===== config.mk =====
export PLATFORM = sky130hd
export DESIGN_NAME = msll_ctrl
export DESIGN_NICKNAME = d
export VERILOG_FILES = /design/src/msll_pkg.sv /design/src/msll_ctrl.sv
export SDC_FILE = /design/constraint.sdc
export NUM_CORES = 1
export LEC_CHECK = 0
export ABC_CLOCK_PERIOD_IN_PS = 5200
export BUFFER_PORTS_ARGS = -buffer_cell sky130_fd_sc_hd__buf_2
export CAP_MARGIN = 0
export CORE_MARGIN = 10
export CORE_UTILIZATION = 57
export CTS_CLUSTER_DIAMETER = 80
export DETAILED_ROUTE_END_ITERATION = 16
export HOLD_SLACK_MARGIN = 0.02
export PLACE_DENSITY_LB_ADDON = 0.1
export SYNTH_ARGS = -nofsm -noshare
export SYNTH_HDL_FRONTEND = slang
export SYNTH_SLANG_ARGS = --single-unit
export TNS_END_PERCENT = 20

===== constraint.sdc =====
create_clock -name clk -period 5.2 [get_ports clk]
set_input_delay 0.78 -clock clk [delete_from_list [all_inputs] [get_ports clk]]
set_output_delay 0.78 -clock clk [all_outputs]
set_load 0.02 [all_outputs]

===== src/msll_pkg.sv =====
package msll_pkg;

  localparam int MAX_STATES_DEF = 16;
  localparam int COUNT_BITS_DEF = 8;
  localparam int FRAC_BITS_DEF  = 16;

  typedef enum logic [1:0] {
    OP_ADD   = 2'd0,
    OP_CLEAR = 2'd1,
    OP_SOLVE = 2'd2,
    OP_NONE  = 2'd3
  } op_t;

  typedef enum logic [1:0] {
    REG_STATES = 2'd0,
    REG_ITERS  = 2'd1,
    REG_TIE    = 2'd2
  } reg_index_t;

  // Commands from the controller to the datapath.
  typedef struct packed {
    logic row_clear;    // start a row sum
    logic sum_step;     // add count[i][j] into the row sum
    logic div_start;    // start the divider for P[i][j]
    logic p_write;      // write the probability entry
    logic vec_init;     // load the start vector
    logic mac_clear;    // clear accumulator
    logic mac_step;     // add v[j]*P[j][i]
    logic mac_store;    // store next[i] and compare
    logic vec_commit;   // copy next into state vector
    logic min_step;     // fold v[k] into the running minimum
    logic min_first;    // first minimum entry
  } msll_cmd_t;

  typedef struct packed {
    logic div_done;
    logic same;
  } msll_sts_t;

endpackage


===== src/msll_ctrl.sv =====
module msll_ctrl #(
  parameter int MAX_STATES = 16,
  parameter int COUNT_BITS = 8,
  localparam int SB = $clog2(MAX_STATES)
) (
  input  logic                  clk,
  input  logic                  rst,
  input  logic                  in_valid,
  output logic                  in_ready,
  input  logic [1:0]            in_op,
  input  logic [3:0]            in_from,
  input  logic [3:0]            in_to,
  input  logic [4:0]            n_cfg,
  input  logic [15:0]           max_iter,
  output logic                  out_valid,
  input  logic                  out_ready,
  output logic [3:0]            out_index,
  output logic                  out_conv,
  output logic [15:0]           out_iters,
  output logic                  out_last,
  output msll_pkg::msll_cmd_t   cmd,
  input  msll_pkg::msll_sts_t   sts,
  output logic                  cnt_we,
  output logic [2*SB-1:0]       cnt_waddr,
  output logic [COUNT_BITS-1:0] cnt_wdata,
  output logic [2*SB-1:0]       cnt_raddr,
  input  logic [COUNT_BITS-1:0] cnt_rdata,
  output logic [SB-1:0]         row_i,
  output logic [SB-1:0]         col_j,
  output logic [SB-1:0]         vec_k,
  output logic [2*SB-1:0]       p_raddr
);
  import msll_pkg::*;

  typedef enum logic [3:0] {
    S_IDLE, S_RESET_CLR, S_ADD_RD, S_ADD_WR, S_CLEAR,
    S_SUM, S_DIV_RD, S_DIV_GO, S_DIV_WAIT, S_ITER, S_COMMIT, S_MIN, S_EMIT
  } state_t;

  localparam int N_MAX = MAX_STATES;

  state_t          state;
  logic [2*SB-1:0] addr;
  logic [SB:0]     n;
  logic [SB:0]     i_cnt;
  logic [SB+1:0]   j_cnt;
  logic [SB-1:0]   add_from;
  logic [SB-1:0]   add_to;
  logic [15:0]     iters;
  logic            conv;
  logic [SB:0]     n_lim;

  // Clamp states in use to one through the maximum.
  always_comb begin
    if (n_cfg == '0) begin
      n_lim = (SB + 1)'(1);
    end else if (32'(n_cfg) > N_MAX) begin
      n_lim = (SB + 1)'(N_MAX);
    end else begin
      n_lim = (SB + 1)'(n_cfg);
    end
  end

  assign in_ready  = (state == S_IDLE);
  assign out_conv  = conv;
  assign out_iters = iters;
  assign row_i     = i_cnt[SB-1:0];
  assign vec_k     = i_cnt[SB-1:0];
  assign out_index = 4'(i_cnt);
  assign out_last  = (i_cnt + 1'b1 == n);
  // An add writes the saturated increment; the clearing sweeps write zero.
  assign cnt_wdata = (state != S_ADD_WR) ? '0 :
                     (cnt_rdata == '1) ? cnt_rdata : cnt_rdata + 1'b1;
  assign cnt_we    = (state == S_ADD_WR) || (state == S_CLEAR) || (state == S_RESET_CLR);
  assign cnt_waddr = (state == S_ADD_WR) ? {add_from, add_to} : addr;
  assign p_raddr   = {j_cnt[SB-1:0], i_cnt[SB-1:0]};

  // Column index in use this cycle.
  always_comb begin
    col_j = j_cnt[SB-1:0];
    cnt_raddr = {row_i, col_j};
    if (state == S_ADD_RD) begin
      cnt_raddr = {add_from, add_to};
    end
  end

  // Datapath commands decoded from state and counters.
  always_comb begin
    cmd = '0;
    unique case (state)
      S_SUM: begin
        cmd.sum_step = (j_cnt != '0);
      end
      S_DIV_GO: begin
        cmd.div_start = 1'b1;
      end
      S_DIV_WAIT: begin
        cmd.p_write = sts.div_done;
      end
      S_ITER: begin
        // read P at j, multiply and accumulate in the next cycle
        cmd.mac_step  = (j_cnt != '0) && (j_cnt <= (SB + 2)'(n));
        cmd.mac_store = (j_cnt == (SB + 2)'(n) + (SB + 2)'(1));
      end
      S_COMMIT: begin
        cmd.vec_commit = 1'b1;
      end
      S_MIN: begin
        cmd.min_step  = 1'b1;
        cmd.min_first = (i_cnt == '0);
      end
      default: begin
      end
    endcase
    if (state == S_SUM && j_cnt == '0) begin
      cmd.row_clear = 1'b1;
    end
    if (state == S_ITER && j_cnt == '0) begin
      cmd.mac_clear = 1'b1;
    end
    if (state == S_IDLE && in_valid && in_op == OP_SOLVE) begin
      cmd.vec_init = 1'b1;
    end
    // The datapath sees the column during division through col_j.
    if (state == S_DIV_WAIT && !sts.div_done) begin
      cmd.p_write = 1'b0;
    end
  end

  // Sequencer.
  always_ff @(posedge clk) begin
    if (rst) begin
      state     <= S_RESET_CLR;
      addr      <= '0;
      out_valid <= 1'b0;
      i_cnt     <= '0;
      j_cnt     <= '0;
      iters     <= '0;
      conv      <= 1'b0;
      n         <= '0;
    end else begin
      unique case (state)
        S_RESET_CLR, S_CLEAR: begin
          addr <= addr + 1'b1;
          if (addr == '1) begin
            state <= S_IDLE;
          end
        end
        S_IDLE: begin
          if (in_valid) begin
            add_from <= SB'(in_from);
            add_to   <= SB'(in_to);
            i_cnt    <= '0;
            j_cnt    <= '0;
            addr     <= '0;
            n        <= n_lim;
            unique case (op_t'(in_op))
              OP_ADD: begin
                if (32'(in_from) < N_MAX && 32'(in_to) < N_MAX) begin
                  state <= S_ADD_RD;
                end
              end
              OP_CLEAR: state <= S_CLEAR;
              OP_SOLVE: state <= S_SUM;
              default: begin
              end
            endcase
          end
        end
        S_ADD_RD: state <= S_ADD_WR;
        S_ADD_WR: state <= S_IDLE;
        S_SUM: begin
          // count read issued at j, data seen at j+1
          if (j_cnt == (SB + 2)'(n)) begin
            j_cnt <= '0;
            state <= S_DIV_RD;
          end else begin
            j_cnt <= j_cnt + 1'b1;
          end
        end
        S_DIV_RD: begin
          // count read for this column is issued here
          state <= S_DIV_GO;
        end
        S_DIV_GO: begin
          // cnt_rdata now holds the count; the divider latches it
          state <= S_DIV_WAIT;
        end
        S_DIV_WAIT: begin
          if (sts.div_done) begin
            if (j_cnt + 1'b1 == (SB + 2)'(n)) begin
              j_cnt <= '0;
              if (i_cnt + 1'b1 == n) begin
                i_cnt <= '0;
                iters <= '0;
                conv  <= 1'b0;
                state <= (max_iter == '0) ? S_MIN : S_ITER;
              end else begin
                i_cnt <= i_cnt + 1'b1;
                state <= S_SUM;
              end
            end else begin
              j_cnt <= j_cnt + 1'b1;
              state <= S_DIV_RD;
            end
          end
        end
        S_ITER: begin
          if (j_cnt == (SB + 2)'(n) + (SB + 2)'(1)) begin
            j_cnt <= '0;
            if (i_cnt + 1'b1 == n) begin
              i_cnt <= '0;
              iters <= iters + 1'b1;
              state <= S_COMMIT;
            end else begin
              i_cnt <= i_cnt + 1'b1;
            end
          end else begin
            j_cnt <= j_cnt + 1'b1;
          end
        end
        S_COMMIT: begin
          if (sts.same) begin
            conv  <= 1'b1;
            state <= S_MIN;
          end else if (iters == max_iter) begin
            state <= S_MIN;
          end else begin
            state <= S_ITER;
          end
        end
        S_MIN: begin
          if (i_cnt + 1'b1 == n) begin
            i_cnt     <= '0;
            out_valid <= 1'b1;
            state     <= S_EMIT;
          end else begin
            i_cnt <= i_cnt + 1'b1;
          end
        end
        S_EMIT: begin
          if (out_ready) begin
            if (out_last) begin
              out_valid <= 1'b0;
              state     <= S_IDLE;
            end else begin
              i_cnt <= i_cnt + 1'b1;
            end
          end
        end
        default: state <= S_IDLE;
      endcase
    end
  end
endmodule

# Word-level counts from Yosys, hierarchy flattened
# Cells that the tools add are included.
[totals]
register_bits = 54
output_inout_bits = 80
wordCells = 149
[op_classes]
n_addsub = 6
n_lt_le_gt_ge = 2
eq_ne = 36
muxes = 62
bitwise_logic = 1
reduce_logical = 32
[op_table]
columns = ["op", "count"]
rows = [
  ["$mux 16", 5],
  ["$mux 5", 9],
  ["$mux 4", 11],
  ["$pmux 4 s11", 1],
  ["$mux 8", 5],
  ["$pmux 16 s2", 1],
  ["$mux 6", 5],
  ["$pmux 5 s5", 1],
  ["$pmux 6 s4", 1],
  ["$ne 2x2->1 const B", 11],
  ["$eq 4x4->1 const B", 5],
  ["$add 16x1->16 const B", 1],
  ["$add 8x1->8 const B", 2],
  ["$eq 16x16->1", 1],
  ["$eq 4x3->1 const B", 4],
  ["$eq 8x8->1 const B", 2],
  ["$logic_not 16->1", 1],
  ["$pmux 8 s2", 1],
  ["$mux 1", 14],
  ["$eq 6x5->1", 2],
  ["$pmux 4 s3", 1],
  ["$logic_not 5->1", 2],
  ["$mux 2", 5],
  ["$reduce_and 10->1", 1],
  ["33 further kinds", 47],
]

# Logic depth before layout (Yosys ltp)
# Gate-level depths: netlist of the first run.
[logic_depth]
word_depth = 6
mapped_depth = 12

# Worst setup path after synthesis of the first run
# Ideal clock, no wire load.
[synth_path]
path_type = "input port to output port"
startpoint = "input port cnt_rdata[0]"
endpoint = "output port cnt_wdata[3]"
arrival_time_ps = 2130
t_required_ps = 4420
slack_ps = 2290
path_stages = 7
n_path_buf = 0
path_cell_list = "ha_1 > and3_1 > and3_1 > nand3_1 > nand4_1 > xor2_1 > nor2_1"
[synth_via]
elab_chain_cells = 3
word_cells_on_any_way = 4
cone_classes = "1 x add/sub; 1 x eq/ne; 2 x mux"
[synth_lines]
columns = ["element", "line_no", "rtl"]
rows = [
  ["from (decl)", "msll_ctrl.sv:27", "input logic [COUNT_BITS-1:0] cnt_rdata,"],
  ["$add 8x1->8 / $eq 8x8->1 (equally long branches)", "msll_ctrl.sv:73", "(cnt_rdata == '1) ? cnt_rdata : cnt_rdata + 1'b1;"],
  ["$mux 8 (*)", "msll_ctrl.sv:73", ""],
  ["$mux 8 (*)", "msll_ctrl.sv:72", "assign cnt_wdata = (state != S_ADD_WR) ? '0 :"],
  ["to (decl)", "msll_ctrl.sv:25", "output logic [COUNT_BITS-1:0] cnt_wdata,"],
]
# Every way passes the cells marked *; elsewhere a longest branch is shown, timed or not.

# Final worst setup path of the first run
[layout_path]
startpoint = "register state[2]"
endpoint = "output port cnt_raddr[3]"
[layout_via]
elab_chain_cells = 2
[layout_lines]
columns = ["element", "line_no", "rtl"]
rows = [
  ["from (decl)", "msll_ctrl.sv:42", "state_t state;"],
  ["from (signal assigned)", "msll_ctrl.sv:197", "state <= (max_iter == '0) ? S_MIN : S_ITER;"],
  ["$eq 4x2->1", "msll_ctrl.sv:82", "if (state == S_ADD_RD) begin"],
  ["$mux 8", "msll_ctrl.sv:82", ""],
  ["to (decl)", "msll_ctrl.sv:26", "output logic [2*SB-1:0] cnt_raddr,"],
]
# No other way between the ends.

==> report_table.html, run 1 <==
<table>
<tr><th>Metric</th><th>Value</th></tr>
<tr><th colspan="2">Run status</th></tr>
<tr><td>Run status</td><td>finished, final reports clean</td></tr>
<tr><th colspan="2">STA</th></tr>
<tr><td>Final Max Slew Viols</td><td>0</td></tr>
<tr><td>WHS</td><td>0.504 ns</td></tr>
<tr><td>Worst Tran Pin Value</td><td>1.17 ns</td></tr>
<tr><td>Max Clock Freq</td><td>282 MHz</td></tr>
<tr><td>Min Tclk post-route</td><td>3.55 ns</td></tr>
<tr><td>Setup repair after global routing missed its margin</td><td>no</td></tr>
<tr><td>Worst-case clock skew</td><td>0.0101 ns</td></tr>
<tr><td>Slew Limit Headroom</td><td>0.217</td></tr>
<tr><td>Final hold vios</td><td>0</td></tr>
<tr><td>Total negative setup slack</td><td>0 ns</td></tr>
<tr><td>Period Utilization, post-route</td><td>0.683</td></tr>
<tr><td>Worst setup margin</td><td>1.65 ns</td></tr>
<tr><td>Setup violations, final</td><td>0</td></tr>
<tr><th colspan="2">GRT</th></tr>
<tr><td>Antenna violations before repair</td><td>0</td></tr>
<tr><td>Maximum number of pins on one net before global-route repair</td><td>38</td></tr>
<tr><td>Congestion Overflow GR</td><td>0</td></tr>
<tr><td>Via count of the first global-routing pass</td><td>3931</td></tr>
<tr><td>Overall Global Routing Usage</td><td>0.210</td></tr>
<tr><td>Global-route wire length before repair</td><td>20300 microns</td></tr>
<tr><th colspan="2">Power</th></tr>
<tr><td>Power density over cell area</td><td>187 nW/um^2</td></tr>
<tr><td>Net Switching</td><td>0.000268 W</td></tr>
<tr><td>Portion of total power attributed to the clock network</td><td>0.314</td></tr>
<tr><td>Combinational Power Share</td><td>0.188</td></tr>
<tr><td>Cell-internal power</td><td>0.000642 W</td></tr>
<tr><td>Switching power share of the total</td><td>0.295</td></tr>
<tr><td>P_leak</td><td>2.21 nW</td></tr>
<tr><td>Maximum VDD drop</td><td>0.142 mV</td></tr>
<tr><td>Part of the power in registers</td><td>0.498</td></tr>
<tr><th colspan="2">Run</th></tr>
<tr><td>Max-capacitance violation count</td><td>0</td></tr>
<tr><th colspan="2">Yosys</th></tr>
<tr><td>Number of distinct library cell variants in the gate-level netlist after synthesis</td><td>72</td></tr>
<tr><td>Synthesized area divided by synthesized cell count</td><td>7.73 sq um</td></tr>
<tr><td>Cell with the most instances after synthesis</td><td>sky130_fd_sc_hd__nand2_1</td></tr>
<tr><td>Synth cell count leaders</td><td>66 x sky130_fd_sc_hd__nand2_1, 52 x sky130_fd_sc_hd__nor2_1, 46 x sky130_fd_sc_hd__dfxtp_1, 39 x sky130_fd_sc_hd__a21oi_1, 30 x sky130_fd_sc_hd__buf_4</td></tr>
<tr><td>Primary FF master, synth</td><td>sky130_fd_sc_hd__dfxtp_1</td></tr>
<tr><td>Sequential cell area fraction in the yosys report</td><td>0.265</td></tr>
<tr><td>Ranking of synthesized cells by area</td><td>sky130_fd_sc_hd__dfxtp_1 21%, sky130_fd_sc_hd__nand2_1 5.7%, sky130_fd_sc_hd__edfxtp_1 5.5%</td></tr>
<tr><td>Syn Inst Count</td><td>567</td></tr>
<tr><td>Flip-flop and latch count after synthesis</td><td>54</td></tr>
<tr><td>Share of the synthesized area in the top cell type</td><td>0.210</td></tr>
<tr><td>Cell type with the highest aggregate area in the netlist</td><td>sky130_fd_sc_hd__dfxtp_1</td></tr>
<tr><td>Async set-reset flop share out of synthesis</td><td>0</td></tr>
<tr><td>Post-Synthesis Net Count</td><td>629</td></tr>
<tr><td>Number of enable flip-flop cells after synthesis</td><td>8</td></tr>
<tr><td>Total number of yosys warnings</td><td>0</td></tr>
<tr><td>Synth Cell Area</td><td>4380 sq um</td></tr>
<tr><th colspan="2">Clock tree</th></tr>
<tr><td>Clock tree from TritonCTS</td><td>built</td></tr>
<tr><td>Number of buffers inserted by hold repair at cts</td><td>0</td></tr>
<tr><td>CTS buffer count</td><td>5</td></tr>
<tr><td>Clock-pin slew of the registers on the worst-case setup and hold paths</td><td>0.10 ns</td></tr>
<tr><td>Worst-Skew Late Latency</td><td>0.32 ns</td></tr>
<tr><td>Deepest clock path buffer count</td><td>2</td></tr>
<tr><td>Setup fix buffers added after clock tree synthesis</td><td>0</td></tr>
<tr><td>CTS resizes</td><td>0</td></tr>
<tr><td>Root buf cell</td><td>sky130_fd_sc_hd__clkbuf_8</td></tr>
<tr><td>H-tree levels</td><td>2</td></tr>
<tr><td>Sink Count</td><td>54</td></tr>
<tr><th colspan="2">Worst setup path</th></tr>
<tr><td>Arrival @ worst endpoint</td><td>2.77 ns</td></tr>
<tr><td>Startpoint Class</td><td>flip-flop</td></tr>
<tr><td>Critical path start-end classification</td><td>flip-flop to primary output</td></tr>
<tr><td>Required time at the worst-slack endpoint</td><td>4.42 ns</td></tr>
<tr><td>Critical-path maximum fanout</td><td>20</td></tr>
<tr><td>Endpoint class of the critical path</td><td>primary output</td></tr>
<tr><th colspan="2">Floorplan</th></tr>
<tr><td>I/O Pins</td><td>125</td></tr>
<tr><td>Overall die width</td><td>108 microns</td></tr>
<tr><td>Core area</td><td>7370 sq um</td></tr>
<tr><td>Placement Rows</td><td>31</td></tr>
<tr><td>Area of the die</td><td>11600 sq um</td></tr>
<tr><td>Die height</td><td>108 microns</td></tr>
<tr><td>Initial core utilization</td><td>0.595</td></tr>
<tr><th colspan="2">Route</th></tr>
<tr><td>Detailed-route wire length per cell</td><td>16.9 microns</td></tr>
<tr><td>Number of DRC violations after detailed routing</td><td>0</td></tr>
<tr><td>Number of iterations in the first detailed-routing pass</td><td>5</td></tr>
<tr><td>Via density</td><td>5.78</td></tr>
<tr><td>Total via count after detailed routing</td><td>4308</td></tr>
<tr><td>Detailed router's first-iteration violation count</td><td>315</td></tr>
<tr><td>Routed WL</td><td>12600 microns</td></tr>
<tr><td>Number of nets with antenna violations after detailed routing</td><td>0</td></tr>
<tr><th colspan="2">Placement</th></tr>
<tr><td>Placer's final routability congestion estimate</td><td>0.905</td></tr>
<tr><td>DPL Wire Length</td><td>9910 microns</td></tr>
<tr><td>Count of port buffers added during placement</td><td>124</td></tr>
<tr><td>Setup WS pre-CTS</td><td>2.01 ns</td></tr>
<tr><th colspan="2">Finish</th></tr>
<tr><td>Area growth from synthesis to layout</td><td>10.9%</td></tr>
<tr><td>Diodes inserted</td><td>0</td></tr>
<tr><td>Post-layout net count</td><td>707</td></tr>
<tr><td>Fraction of layout cells with a size suffix above 1</td><td>0.240</td></tr>
<tr><th colspan="2">Min path</th></tr>
<tr><td>Class of the tightest hold or removal check</td><td>flip-flop to flip-flop</td></tr>
</table>
[logic make-up (layout without fill, tap and decap cells)]
logic type / Yosys count / after routing / share of synthesized area
AOI/OAI and AO/OA: 127 / 127 / 0.199
xor gates and xnor gates: 39 / 39 / 0.0796
adders and majority gates: 17 / 17 / 0.0485
and+or+nand+nor: 240 / 240 / 0.280
DFF: 54 / 54 / 0.265
buffers and inverters: 83 / 162 / 0.111
muxes: 7 / 7 / 0.0166
[power by group through the flow]
stage               clock, W  sequential, W  combinational [W]
floorplan                  0       0.000450           0.000126
global placement           0       0.000462           0.000165
detailed placement         0       0.000463           0.000169
CTS                 0.000288       0.000453           0.000169
global route        0.000309       0.000456           0.000189
finish              0.000286       0.000454           0.000171
[final cells by class]
cell class	instances	area, sq um
Fill cell	687	2510
Multi-Input combinational cell	430	2740
Inverter	30	113
Sequential cell	54	1160
Clock inverter	3	40.0
Clock buffer	5	68.8
Timing Repair Buffer	124	621
Tap cell	99	124
[registers in the layout (all words and copies together) (netlist names), 4 cells and up]
signal,count
add_to,4
out_iters,16
state,4
j_cnt,6
add_from,4
i_cnt,5
n,5
addr,8
[layer usage]
| layer | track usage | part of all wire |
|---|---|---|
| met1 | 0.276 | 0.44 |
| met2 | 0.343 | 0.49 |
| met3 | 0.0467 | 0.067 |
| met4 | 0.0401 | 0.0083 |
| met5 | 0 | 0 |
[stage by stage]
| stage | power, W | std cells | cell area, sq um | utilization |
|---|---|---|---|---|
| after floorplan | 0.000577 | 567 | 4380 | - |
| after global placement | 0.000627 | 737 | 4750 | 0.645 |
| after detailed placement | 0.000631 | 737 | 4750 | 0.645 |
| after CTS | 0.000910 | 745 | 4860 | 0.660 |
| after global routing | 0.000954 | 745 | 4860 | 0.660 |
| final | 0.000910 | 745 | 4860 | 0.660 |
[worst paths after layout]
path                  from       endpoint  slack, ns  cells after the start
hold reg to reg    addr[7]        addr[7]       0.50                      2
hold / removal     addr[7]        addr[7]       0.50                      2
setup reg to reg  i_cnt[0]  out_iters[13]       2.08                      9
setup / recovery  state[2]   cnt_raddr[3]       1.65                      5
[layout by cell type, fill, tap and decap left out, drive strengths merged, types with 3 or more instances in the layout]
master and n:
a21boi 4, o31ai 10, o22ai 3, or4 5, nor3b 5, xor2 13, clkinv 3, o2bb2ai 3
o211a 4, o32ai 4, o311ai 3, or2 3, clkbuf 5, nor4 11, nand2 66, a31oi 4
edfxtp 8, or3 9, nand2b 4, ha 17, and2 3, a22oi 3, nor2 52, xnor2 26
buf 124, o211ai 4, nand3 26, o21ai 29, nor3 20, nand4 12, dfxtp 46, nor2b 5
and3 13, a211oi 4, inv 29, a21oi 39, mux2i 5
[critical path: stages, from the launching register on]
cell and delay [ns]:
sky130_fd_sc_hd__dfxtp_1 0.54, sky130_fd_sc_hd__inv_1 0.29, sky130_fd_sc_hd__nand2_1 0.12, sky130_fd_sc_hd__nor3_1 0.92
sky130_fd_sc_hd__mux2_2 0.42, sky130_fd_sc_hd__buf_2 0.16
Note: power is estimated with default switching activity, not from simulation.
==> run 2, diff against run 1 <==
--- a/config.mk
+++ b/config.mk
@@ -5,11 +5,11 @@
 export SDC_FILE = /design/constraint.sdc
 export NUM_CORES = 1
 export LEC_CHECK = 0
-export ABC_CLOCK_PERIOD_IN_PS = 5200
+export ABC_CLOCK_PERIOD_IN_PS = 3100
 export BUFFER_PORTS_ARGS = -buffer_cell sky130_fd_sc_hd__buf_2
 export CAP_MARGIN = 0
 export CORE_MARGIN = 10
-export CORE_UTILIZATION = 57
+export CORE_UTILIZATION = 48
 export CTS_CLUSTER_DIAMETER = 80
 export DETAILED_ROUTE_END_ITERATION = 16
 export HOLD_SLACK_MARGIN = 0.02
==> constraint.sdc (replaced) <==
create_clock -name clk -period 3.1 [get_ports clk]
set_input_delay 0.465 -clock clk [delete_from_list [all_inputs] [get_ports clk]]
set_output_delay 0.465 -clock clk [all_outputs]
set_load 0.02 [all_outputs]
==> run 2 against run 1 <==
Net effect:
- total power is 60% higher
- final cell count increased by 3.4%
- register-to-register slack got worse by 1.8 ns
- die area is 15% higher
- global-route usage fell by 1.6 points
- largest power group unchanged
- routed wire length up 5.0%
- clock-buffer cell count grew 1
- sequential power up 64%
- largest cell class unchanged
- core utilization is 9.6 points lower
- critical path depth increased by 4
- clock power increased by 40%
==> report_table.html, run 2 (synthesized netlist as in run 1, its figures left out) <==
<table>
<tr><th>Metric</th><th>Value</th></tr>
<tr><th colspan="2">Placement</th></tr>
<tr><td>DPL Wire Length</td><td>10500 microns</td></tr>
<tr><td>Placer's final routability congestion estimate</td><td>0.900</td></tr>
<tr><td>Setup WS pre-CTS</td><td>0.264 ns</td></tr>
<tr><td>Cell Area, Placed</td><td>4880 sq um</td></tr>
<tr><td>Count of port buffers added during placement</td><td>124</td></tr>
<tr><th colspan="2">Floorplan</th></tr>
<tr><td>I/O Pins</td><td>125</td></tr>
<tr><td>Placement Rows</td><td>34</td></tr>
<tr><td>Initial core utilization</td><td>0.498</td></tr>
<tr><td>Overall die width</td><td>116 microns</td></tr>
<tr><td>Die height</td><td>116 microns</td></tr>
<tr><td>Area of the die</td><td>13400 sq um</td></tr>
<tr><td>Core area</td><td>8810 sq um</td></tr>
<tr><th colspan="2">Finish</th></tr>
<tr><td>Diodes inserted</td><td>0</td></tr>
<tr><td>Layout Cell Area excl Fill</td><td>4970 sq um</td></tr>
<tr><td>Leading cell types in the layout, fill and taps excluded</td><td>124 x sky130_fd_sc_hd__buf_2, 66 x sky130_fd_sc_hd__nand2_1, 52 x sky130_fd_sc_hd__nor2_1, 46 x sky130_fd_sc_hd__dfxtp_1, 39 x sky130_fd_sc_hd__a21oi_1</td></tr>
<tr><td>Largest register FFs</td><td>16</td></tr>
<tr><td>Fraction of layout cells with a size suffix above 1</td><td>0.255</td></tr>
<tr><td>Post-layout net count</td><td>723</td></tr>
<tr><td>Leading cell type in the layout, fill and taps excluded</td><td>sky130_fd_sc_hd__buf_2</td></tr>
<tr><td>Area growth from synthesis to layout</td><td>13.3%</td></tr>
<tr><th colspan="2">Clock tree</th></tr>
<tr><td>Number of buffers inserted by hold repair at cts</td><td>0</td></tr>
<tr><td>Deepest clock path buffer count</td><td>2</td></tr>
<tr><td>Clock tree from TritonCTS</td><td>built</td></tr>
<tr><td>CTS resizes</td><td>0</td></tr>
<tr><td>Worst-Skew Late Latency</td><td>0.32 ns</td></tr>
<tr><td>Setup fix buffers added after clock tree synthesis</td><td>0</td></tr>
<tr><td>Clock-pin slew of the registers on the worst-case setup and hold paths</td><td>0.10 ns</td></tr>
<tr><td>CTS buffer count</td><td>5</td></tr>
<tr><td>Sink Count</td><td>54</td></tr>
<tr><td>H-tree levels</td><td>2</td></tr>
<tr><td>Root buf cell</td><td>sky130_fd_sc_hd__clkbuf_8</td></tr>
<tr><th colspan="2">GRT</th></tr>
<tr><td>Overall Global Routing Usage</td><td>0.194</td></tr>
<tr><td>Antenna violations before repair</td><td>0</td></tr>
<tr><td>Via count of the first global-routing pass</td><td>4261</td></tr>
<tr><td>Maximum number of pins on one net before global-route repair</td><td>38</td></tr>
<tr><td>Congestion Overflow GR</td><td>0</td></tr>
<tr><td>Global-route wire length before repair</td><td>21400 microns</td></tr>
<tr><th colspan="2">STA</th></tr>
<tr><td>Worst Tran Pin Value</td><td>0.752 ns</td></tr>
<tr><td>Min Tclk post-route</td><td>2.85 ns</td></tr>
<tr><td>Worst-case clock skew</td><td>0.0113 ns</td></tr>
<tr><td>Final hold vios</td><td>0</td></tr>
<tr><td>Setup violations, final</td><td>0</td></tr>
<tr><td>Final Max Slew Viols</td><td>0</td></tr>
<tr><td>WHS</td><td>0.317 ns</td></tr>
<tr><td>Max Clock Freq</td><td>351 MHz</td></tr>
<tr><td>Period Utilization, post-route</td><td>0.919</td></tr>
<tr><td>Slew Limit Headroom</td><td>0.498</td></tr>
<tr><td>Worst setup margin</td><td>0.252 ns</td></tr>
<tr><td>Setup repair after global routing missed its margin</td><td>no</td></tr>
<tr><td>Total negative setup slack</td><td>0 ns</td></tr>
<tr><th colspan="2">Min path</th></tr>
<tr><td>Worst Hold End</td><td>add_from[1]</td></tr>
<tr><td>HP Start</td><td>in_from[1]</td></tr>
<tr><td>Class of the tightest hold or removal check</td><td>input pin to flip-flop</td></tr>
<tr><td>Number of cells traversed by the worst hold path</td><td>1</td></tr>
<tr><th colspan="2">Route</th></tr>
<tr><td>Detailed-route wire length per cell</td><td>17.2 microns</td></tr>
<tr><td>Detailed router's first-iteration violation count</td><td>291</td></tr>
<tr><td>Number of nets with antenna violations after detailed routing</td><td>0</td></tr>
<tr><td>Via density</td><td>5.75</td></tr>
<tr><td>Routed WL</td><td>13200 microns</td></tr>
<tr><td>Total via count after detailed routing</td><td>4425</td></tr>
<tr><td>Number of iterations in the first detailed-routing pass</td><td>5</td></tr>
<tr><td>Number of DRC violations after detailed routing</td><td>0</td></tr>
<tr><th colspan="2">Worst setup path</th></tr>
<tr><td>Reg2reg start</td><td>j_cnt[1]</td></tr>
<tr><td>Critical-path maximum fanout</td><td>26</td></tr>
<tr><td>R2R depth</td><td>9</td></tr>
<tr><td>Total buffers and inverters traversed by the critical path</td><td>1</td></tr>
<tr><td>Endpoint class of the critical path</td><td>flip-flop</td></tr>
<tr><td>CP max stage cell</td><td>sky130_fd_sc_hd__or4_1</td></tr>
<tr><td>Terminus of the critical flop-to-flop path</td><td>out_iters[11]</td></tr>
<tr><td>Required time at the worst-slack endpoint</td><td>3.34 ns</td></tr>
<tr><td>Family with the most delay on the worst path</td><td>simple AND/OR/NAND/NOR gates</td></tr>
<tr><td>Arrival @ worst endpoint</td><td>3.09 ns</td></tr>
<tr><td>Slowest stage delay, CP</td><td>0.56 ns</td></tr>
<tr><td>Critical path start-end classification</td><td>flip-flop to flip-flop</td></tr>
<tr><td>Startpoint Class</td><td>flip-flop</td></tr>
<tr><td>Cells along the critical path</td><td>inv_1 -&gt; ha_1 -&gt; xor2_1 -&gt; nor2_1 -&gt; o211ai_1 -&gt; o21ai_4 -&gt; nand3_4 -&gt; or4_1 -&gt; a21oi_1</td></tr>
<tr><td>R2R Setup Slk</td><td>0.25 ns</td></tr>
<tr><th colspan="2">Power</th></tr>
<tr><td>Power density over cell area</td><td>294 nW/um^2</td></tr>
<tr><td>P_leak</td><td>2.27 nW</td></tr>
<tr><td>Maximum VDD drop</td><td>0.229 mV</td></tr>
<tr><th colspan="2">Run status</th></tr>
<tr><td>Run status</td><td>finished, final reports clean</td></tr>
<tr><th colspan="2">Run</th></tr>
<tr><td>Max-capacitance violation count</td><td>0</td></tr>
</table>
[run 2: worst register-to-register path: stages (launching register included)]
cell and delay (ns):
sky130_fd_sc_hd__dfxtp_1 0.52, sky130_fd_sc_hd__inv_1 0.15, sky130_fd_sc_hd__ha_1 0.35, sky130_fd_sc_hd__xor2_1 0.18, sky130_fd_sc_hd__nor2_1 0.10, sky130_fd_sc_hd__o211ai_1 0.20
sky130_fd_sc_hd__o21ai_4 0.29, sky130_fd_sc_hd__nand3_4 0.26, sky130_fd_sc_hd__or4_1 0.57, sky130_fd_sc_hd__a21oi_1 0.15
[run 2: routing by layer]
layer	wire length, microns	part of all wire	track usage
met1	5980	0.45	0.253
met2	6240	0.47	0.321
met3	823	0.062	0.0393
met4	185	0.014	0.0481
met5	0	0	0
[run 2: worst max-delay path by stage]
stage,from,endpoint,slack (ns),cells after the start
after floorplan,state[0],add_from[0],0.39,5
after global placement,j_cnt[1],out_iters[15],0.31,9
after detailed placement,j_cnt[1],out_iters[15],0.26,9
after CTS,j_cnt[1],out_iters[11],0.22,9
after global routing,j_cnt[0],out_iters[13],0.02,9
final,j_cnt[1],out_iters[11],0.25,9
[run 2: final cells by class]
class                   count  area (sq um)
clock buffers               6          72.6
clock inverters             2          8.76
fillers                   867          3840
inverters                  30           113
multi-input cells         430          2740
flip-flops and latches     54          1160
well taps                 108           135
repair buffers            140           741
[run 2: per-stage QoR]
step	cells	power [W]	utilization
after floorplan	567	0.000968	-
after global placement	762	0.00107	0.555
after detailed placement	762	0.00107	0.555
after CTS	770	0.00146	0.564
after global routing	770	0.00152	0.564
final	770	0.00146	0.564
[run 2: report_power, final]
group          switching [W]  internal (W)
sequential         0.0000197      0.000726
clock               0.000243      0.000157
combinational       0.000189      0.000125
==> run 3, diff against run 2 <==
--- a/config.mk
+++ b/config.mk
@@ -5,11 +5,11 @@
 export SDC_FILE = /design/constraint.sdc
 export NUM_CORES = 1
 export LEC_CHECK = 0
-export ABC_CLOCK_PERIOD_IN_PS = 3100
+export ABC_CLOCK_PERIOD_IN_PS = 3200
 export BUFFER_PORTS_ARGS = -buffer_cell sky130_fd_sc_hd__buf_2
 export CAP_MARGIN = 0
 export CORE_MARGIN = 10
-export CORE_UTILIZATION = 48
+export CORE_UTILIZATION = 53
 export CTS_CLUSTER_DIAMETER = 80
 export DETAILED_ROUTE_END_ITERATION = 16
 export HOLD_SLACK_MARGIN = 0.02
==> constraint.sdc (replaced) <==
create_clock -name clk -period 3.2 [get_ports clk]
set_input_delay 0.48 -clock clk [delete_from_list [all_inputs] [get_ports clk]]
set_output_delay 0.48 -clock clk [all_outputs]
set_load 0.02 [all_outputs]
==> run 3 against run 2 <==
Net effect:
- setup slack gained 0.013 ns
- hold slack gained 0.016 ns
- cell area is essentially flat
- critical path depth shrank 3
- flip-flop and latch count is the same
- via count shrank 0.25%
- critical path type is now flip-flop to primary output
- largest cell class unchanged
==> report_table.html, run 3 (synthesized netlist as in run 1, its figures left out) <==
<table>
<tr><th>Metric</th><th>Value</th></tr>
<tr><th colspan="2">Run status</th></tr>
<tr><td>Run status</td><td>finished, final reports clean</td></tr>
<tr><th colspan="2">Power</th></tr>
<tr><td>Total power</td><td>0.00150 W</td></tr>
<tr><td>Part of the power in registers</td><td>0.492</td></tr>
<tr><td>Portion of total power attributed to the clock network</td><td>0.319</td></tr>
<tr><td>Combinational Power Share</td><td>0.189</td></tr>
<tr><td>P_leak</td><td>2.27 nW</td></tr>
<tr><td>Cell-internal power</td><td>0.00105 W</td></tr>
<tr><td>Power density over cell area</td><td>302 nW/um^2</td></tr>
<tr><td>Maximum VDD drop</td><td>0.224 mV</td></tr>
<tr><td>Net Switching</td><td>0.000442 W</td></tr>
<tr><td>Switching power share of the total</td><td>0.296</td></tr>
<tr><th colspan="2">Finish</th></tr>
<tr><td>Diodes inserted</td><td>0</td></tr>
<tr><td>Layout Cell Area excl Fill</td><td>4960 sq um</td></tr>
<tr><td>Fraction of layout cells with a size suffix above 1</td><td>0.254</td></tr>
<tr><td>Largest register FFs</td><td>16</td></tr>
<tr><td>Leading cell types in the layout, fill and taps excluded</td><td>124 x sky130_fd_sc_hd__buf_2, 66 x sky130_fd_sc_hd__nand2_1, 52 x sky130_fd_sc_hd__nor2_1, 46 x sky130_fd_sc_hd__dfxtp_1, 39 x sky130_fd_sc_hd__a21oi_1</td></tr>
<tr><td>Area growth from synthesis to layout</td><td>13.2%</td></tr>
<tr><td>Post-layout net count</td><td>719</td></tr>
<tr><td>Leading cell type in the layout, fill and taps excluded</td><td>sky130_fd_sc_hd__buf_2</td></tr>
<tr><td>Final Non-Filler Cells</td><td>763</td></tr>
<tr><th colspan="2">Placement</th></tr>
<tr><td>Cell Area, Placed</td><td>4850 sq um</td></tr>
<tr><td>DPL Wire Length</td><td>10300 microns</td></tr>
<tr><td>Placer's final routability congestion estimate</td><td>0.939</td></tr>
<tr><td>Cell count after placement</td><td>755</td></tr>
<tr><td>Count of port buffers added during placement</td><td>124</td></tr>
<tr><th colspan="2">Floorplan</th></tr>
<tr><td>Initial core utilization</td><td>0.539</td></tr>
<tr><td>Overall die width</td><td>111 microns</td></tr>
<tr><td>Core area</td><td>8130 sq um</td></tr>
<tr><td>Die height</td><td>111 microns</td></tr>
<tr><td>Area of the die</td><td>12300 sq um</td></tr>
<tr><td>Placement Rows</td><td>33</td></tr>
<tr><td>I/O Pins</td><td>125</td></tr>
<tr><th colspan="2">Route</th></tr>
<tr><td>Total via count after detailed routing</td><td>4414</td></tr>
<tr><td>Number of iterations in the first detailed-routing pass</td><td>5</td></tr>
<tr><td>Detailed-route wire length per cell</td><td>17.0 microns</td></tr>
<tr><td>Detailed router's first-iteration violation count</td><td>339</td></tr>
<tr><td>Routed WL</td><td>13000 microns</td></tr>
<tr><td>Number of nets with antenna violations after detailed routing</td><td>0</td></tr>
<tr><td>Via density</td><td>5.79</td></tr>
<tr><td>Number of DRC violations after detailed routing</td><td>0</td></tr>
<tr><th colspan="2">STA</th></tr>
<tr><td>Setup violations, final</td><td>0</td></tr>
<tr><td>Final Max Slew Viols</td><td>0</td></tr>
<tr><td>Period Utilization, post-route</td><td>0.917</td></tr>
<tr><td>Final hold vios</td><td>0</td></tr>
<tr><td>Worst-case clock skew</td><td>0.0122 ns</td></tr>
<tr><td>Min Tclk post-route</td><td>2.93 ns</td></tr>
<tr><td>Max Clock Freq</td><td>341 MHz</td></tr>
<tr><td>WHS</td><td>0.333 ns</td></tr>
<tr><td>Worst Tran Pin Value</td><td>0.944 ns</td></tr>
<tr><td>Slew Limit Headroom</td><td>0.370</td></tr>
<tr><td>Setup repair after global routing missed its margin</td><td>no</td></tr>
<tr><td>Total negative setup slack</td><td>0 ns</td></tr>
<tr><th colspan="2">Clock tree</th></tr>
<tr><td>H-tree levels</td><td>2</td></tr>
<tr><td>Clock-pin slew of the registers on the worst-case setup and hold paths</td><td>0.11 ns</td></tr>
<tr><td>Setup fix buffers added after clock tree synthesis</td><td>0</td></tr>
<tr><td>Worst-Skew Late Latency</td><td>0.32 ns</td></tr>
<tr><td>CTS resizes</td><td>0</td></tr>
<tr><td>Sink Count</td><td>54</td></tr>
<tr><td>Number of buffers inserted by hold repair at cts</td><td>0</td></tr>
<tr><td>Deepest clock path buffer count</td><td>2</td></tr>
<tr><td>Clock tree from TritonCTS</td><td>built</td></tr>
<tr><td>CTS buffer count</td><td>5</td></tr>
<tr><td>Root buf cell</td><td>sky130_fd_sc_hd__clkbuf_8</td></tr>
<tr><th colspan="2">Worst setup path</th></tr>
<tr><td>R2R Setup Slk</td><td>0.39 ns</td></tr>
<tr><td>Endpoint class of the critical path</td><td>primary output</td></tr>
<tr><td>Arrival @ worst endpoint</td><td>2.45 ns</td></tr>
<tr><td>Required time at the worst-slack endpoint</td><td>2.72 ns</td></tr>
<tr><td>Critical path start-end classification</td><td>flip-flop to primary output</td></tr>
<tr><td>Critical-path maximum fanout</td><td>23</td></tr>
<tr><td>R2R depth</td><td>9</td></tr>
<tr><td>Reg2reg start</td><td>j_cnt[1]</td></tr>
<tr><td>Startpoint Class</td><td>flip-flop</td></tr>
<tr><td>Terminus of the critical flop-to-flop path</td><td>out_iters[11]</td></tr>
<tr><th colspan="2">GRT</th></tr>
<tr><td>Overall Global Routing Usage</td><td>0.200</td></tr>
<tr><td>Congestion Overflow GR</td><td>0</td></tr>
<tr><td>Antenna violations before repair</td><td>0</td></tr>
<tr><td>Global-route wire length before repair</td><td>21200 microns</td></tr>
<tr><td>Via count of the first global-routing pass</td><td>4337</td></tr>
<tr><td>Maximum number of pins on one net before global-route repair</td><td>38</td></tr>
<tr><th colspan="2">Run</th></tr>
<tr><td>Max-capacitance violation count</td><td>0</td></tr>
<tr><th colspan="2">Min path</th></tr>
<tr><td>Worst Hold End</td><td>add_from[2]</td></tr>
<tr><td>Class of the tightest hold or removal check</td><td>input pin to flip-flop</td></tr>
<tr><td>HP Start</td><td>in_from[2]</td></tr>
<tr><td>Number of cells traversed by the worst hold path</td><td>1</td></tr>
</table>
-- run 3: cell types whose count changed in the layout (fill, tap and decap cells not counted), sizes merged --
cell,change
bufinv,+1
clkbuf,-1
buf,-4
clkinv,-1
inv,+1
-- run 3: metal layers --
layer	global-route usage	vias up	share of wire
li1	-	2179	-
met2	0.341	138	0.49
met4	0.0642	0	0.017
met5	0	-	0
met3	0.0460	17	0.068
met1	0.243	2080	0.43
-- run 3: worst max path at each step --
stage          startpoint       endpoint  slack, ns  cells past startpoint
2_1_floorplan    state[0]    add_from[0]       0.49                      5
3_3_place_gp     i_cnt[0]       i_cnt[3]       0.51                      9
3_5_place_dp     j_cnt[0]  out_iters[15]       0.43                      9
4_1_cts          state[0]   cnt_wdata[2]       0.30                      6
5_1_grt          state[0]   cnt_wdata[2]       0.09                      6
6_report         state[0]   cnt_wdata[2]       0.27                      6
-- run 3: final cells by class --
cell class | count | area, sq um
Fill cell | 776 | 3170
Multi-Input combinational cell | 430 | 2740
Sequential cell | 54 | 1160
Timing Repair Buffer | 136 | 711
Tap cell | 105 | 131
Inverter | 30 | 113
Clock buffer | 5 | 68.8
Clock inverter | 3 | 43.8
-- run 3: per-stage QoR --
step | utilization | setup slack (ns)
floorplan | - | 0.485
global placement | 0.596 | 0.514
detailed placement | 0.596 | 0.429
CTS | 0.610 | 0.301
global route | 0.610 | 0.0939
finish | 0.610 | 0.265
-- run 3: worst max-delay path, cell delays in order, from the launching register on --
cell and delay [ns]:
sky130_fd_sc_hd__dfxtp_1 0.96, sky130_fd_sc_hd__nand2b_1 0.38, sky130_fd_sc_hd__nor2_1 0.18, sky130_fd_sc_hd__buf_4 0.18
sky130_fd_sc_hd__o21ai_0 0.11, sky130_fd_sc_hd__a31oi_1 0.14, sky130_fd_sc_hd__buf_2 0.19
-- run 3: power groups by stage --
stage	Combinational (W)	Clock [W]	Sequential, W
2_1_floorplan	0.000206	0	0.000732
3_3_place_gp	0.000276	0	0.000750
3_5_place_dp	0.000282	0	0.000751
4_1_cts	0.000284	0.000483	0.000735
5_1_grt	0.000318	0.000508	0.000739
6_report	0.000283	0.000478	0.000736
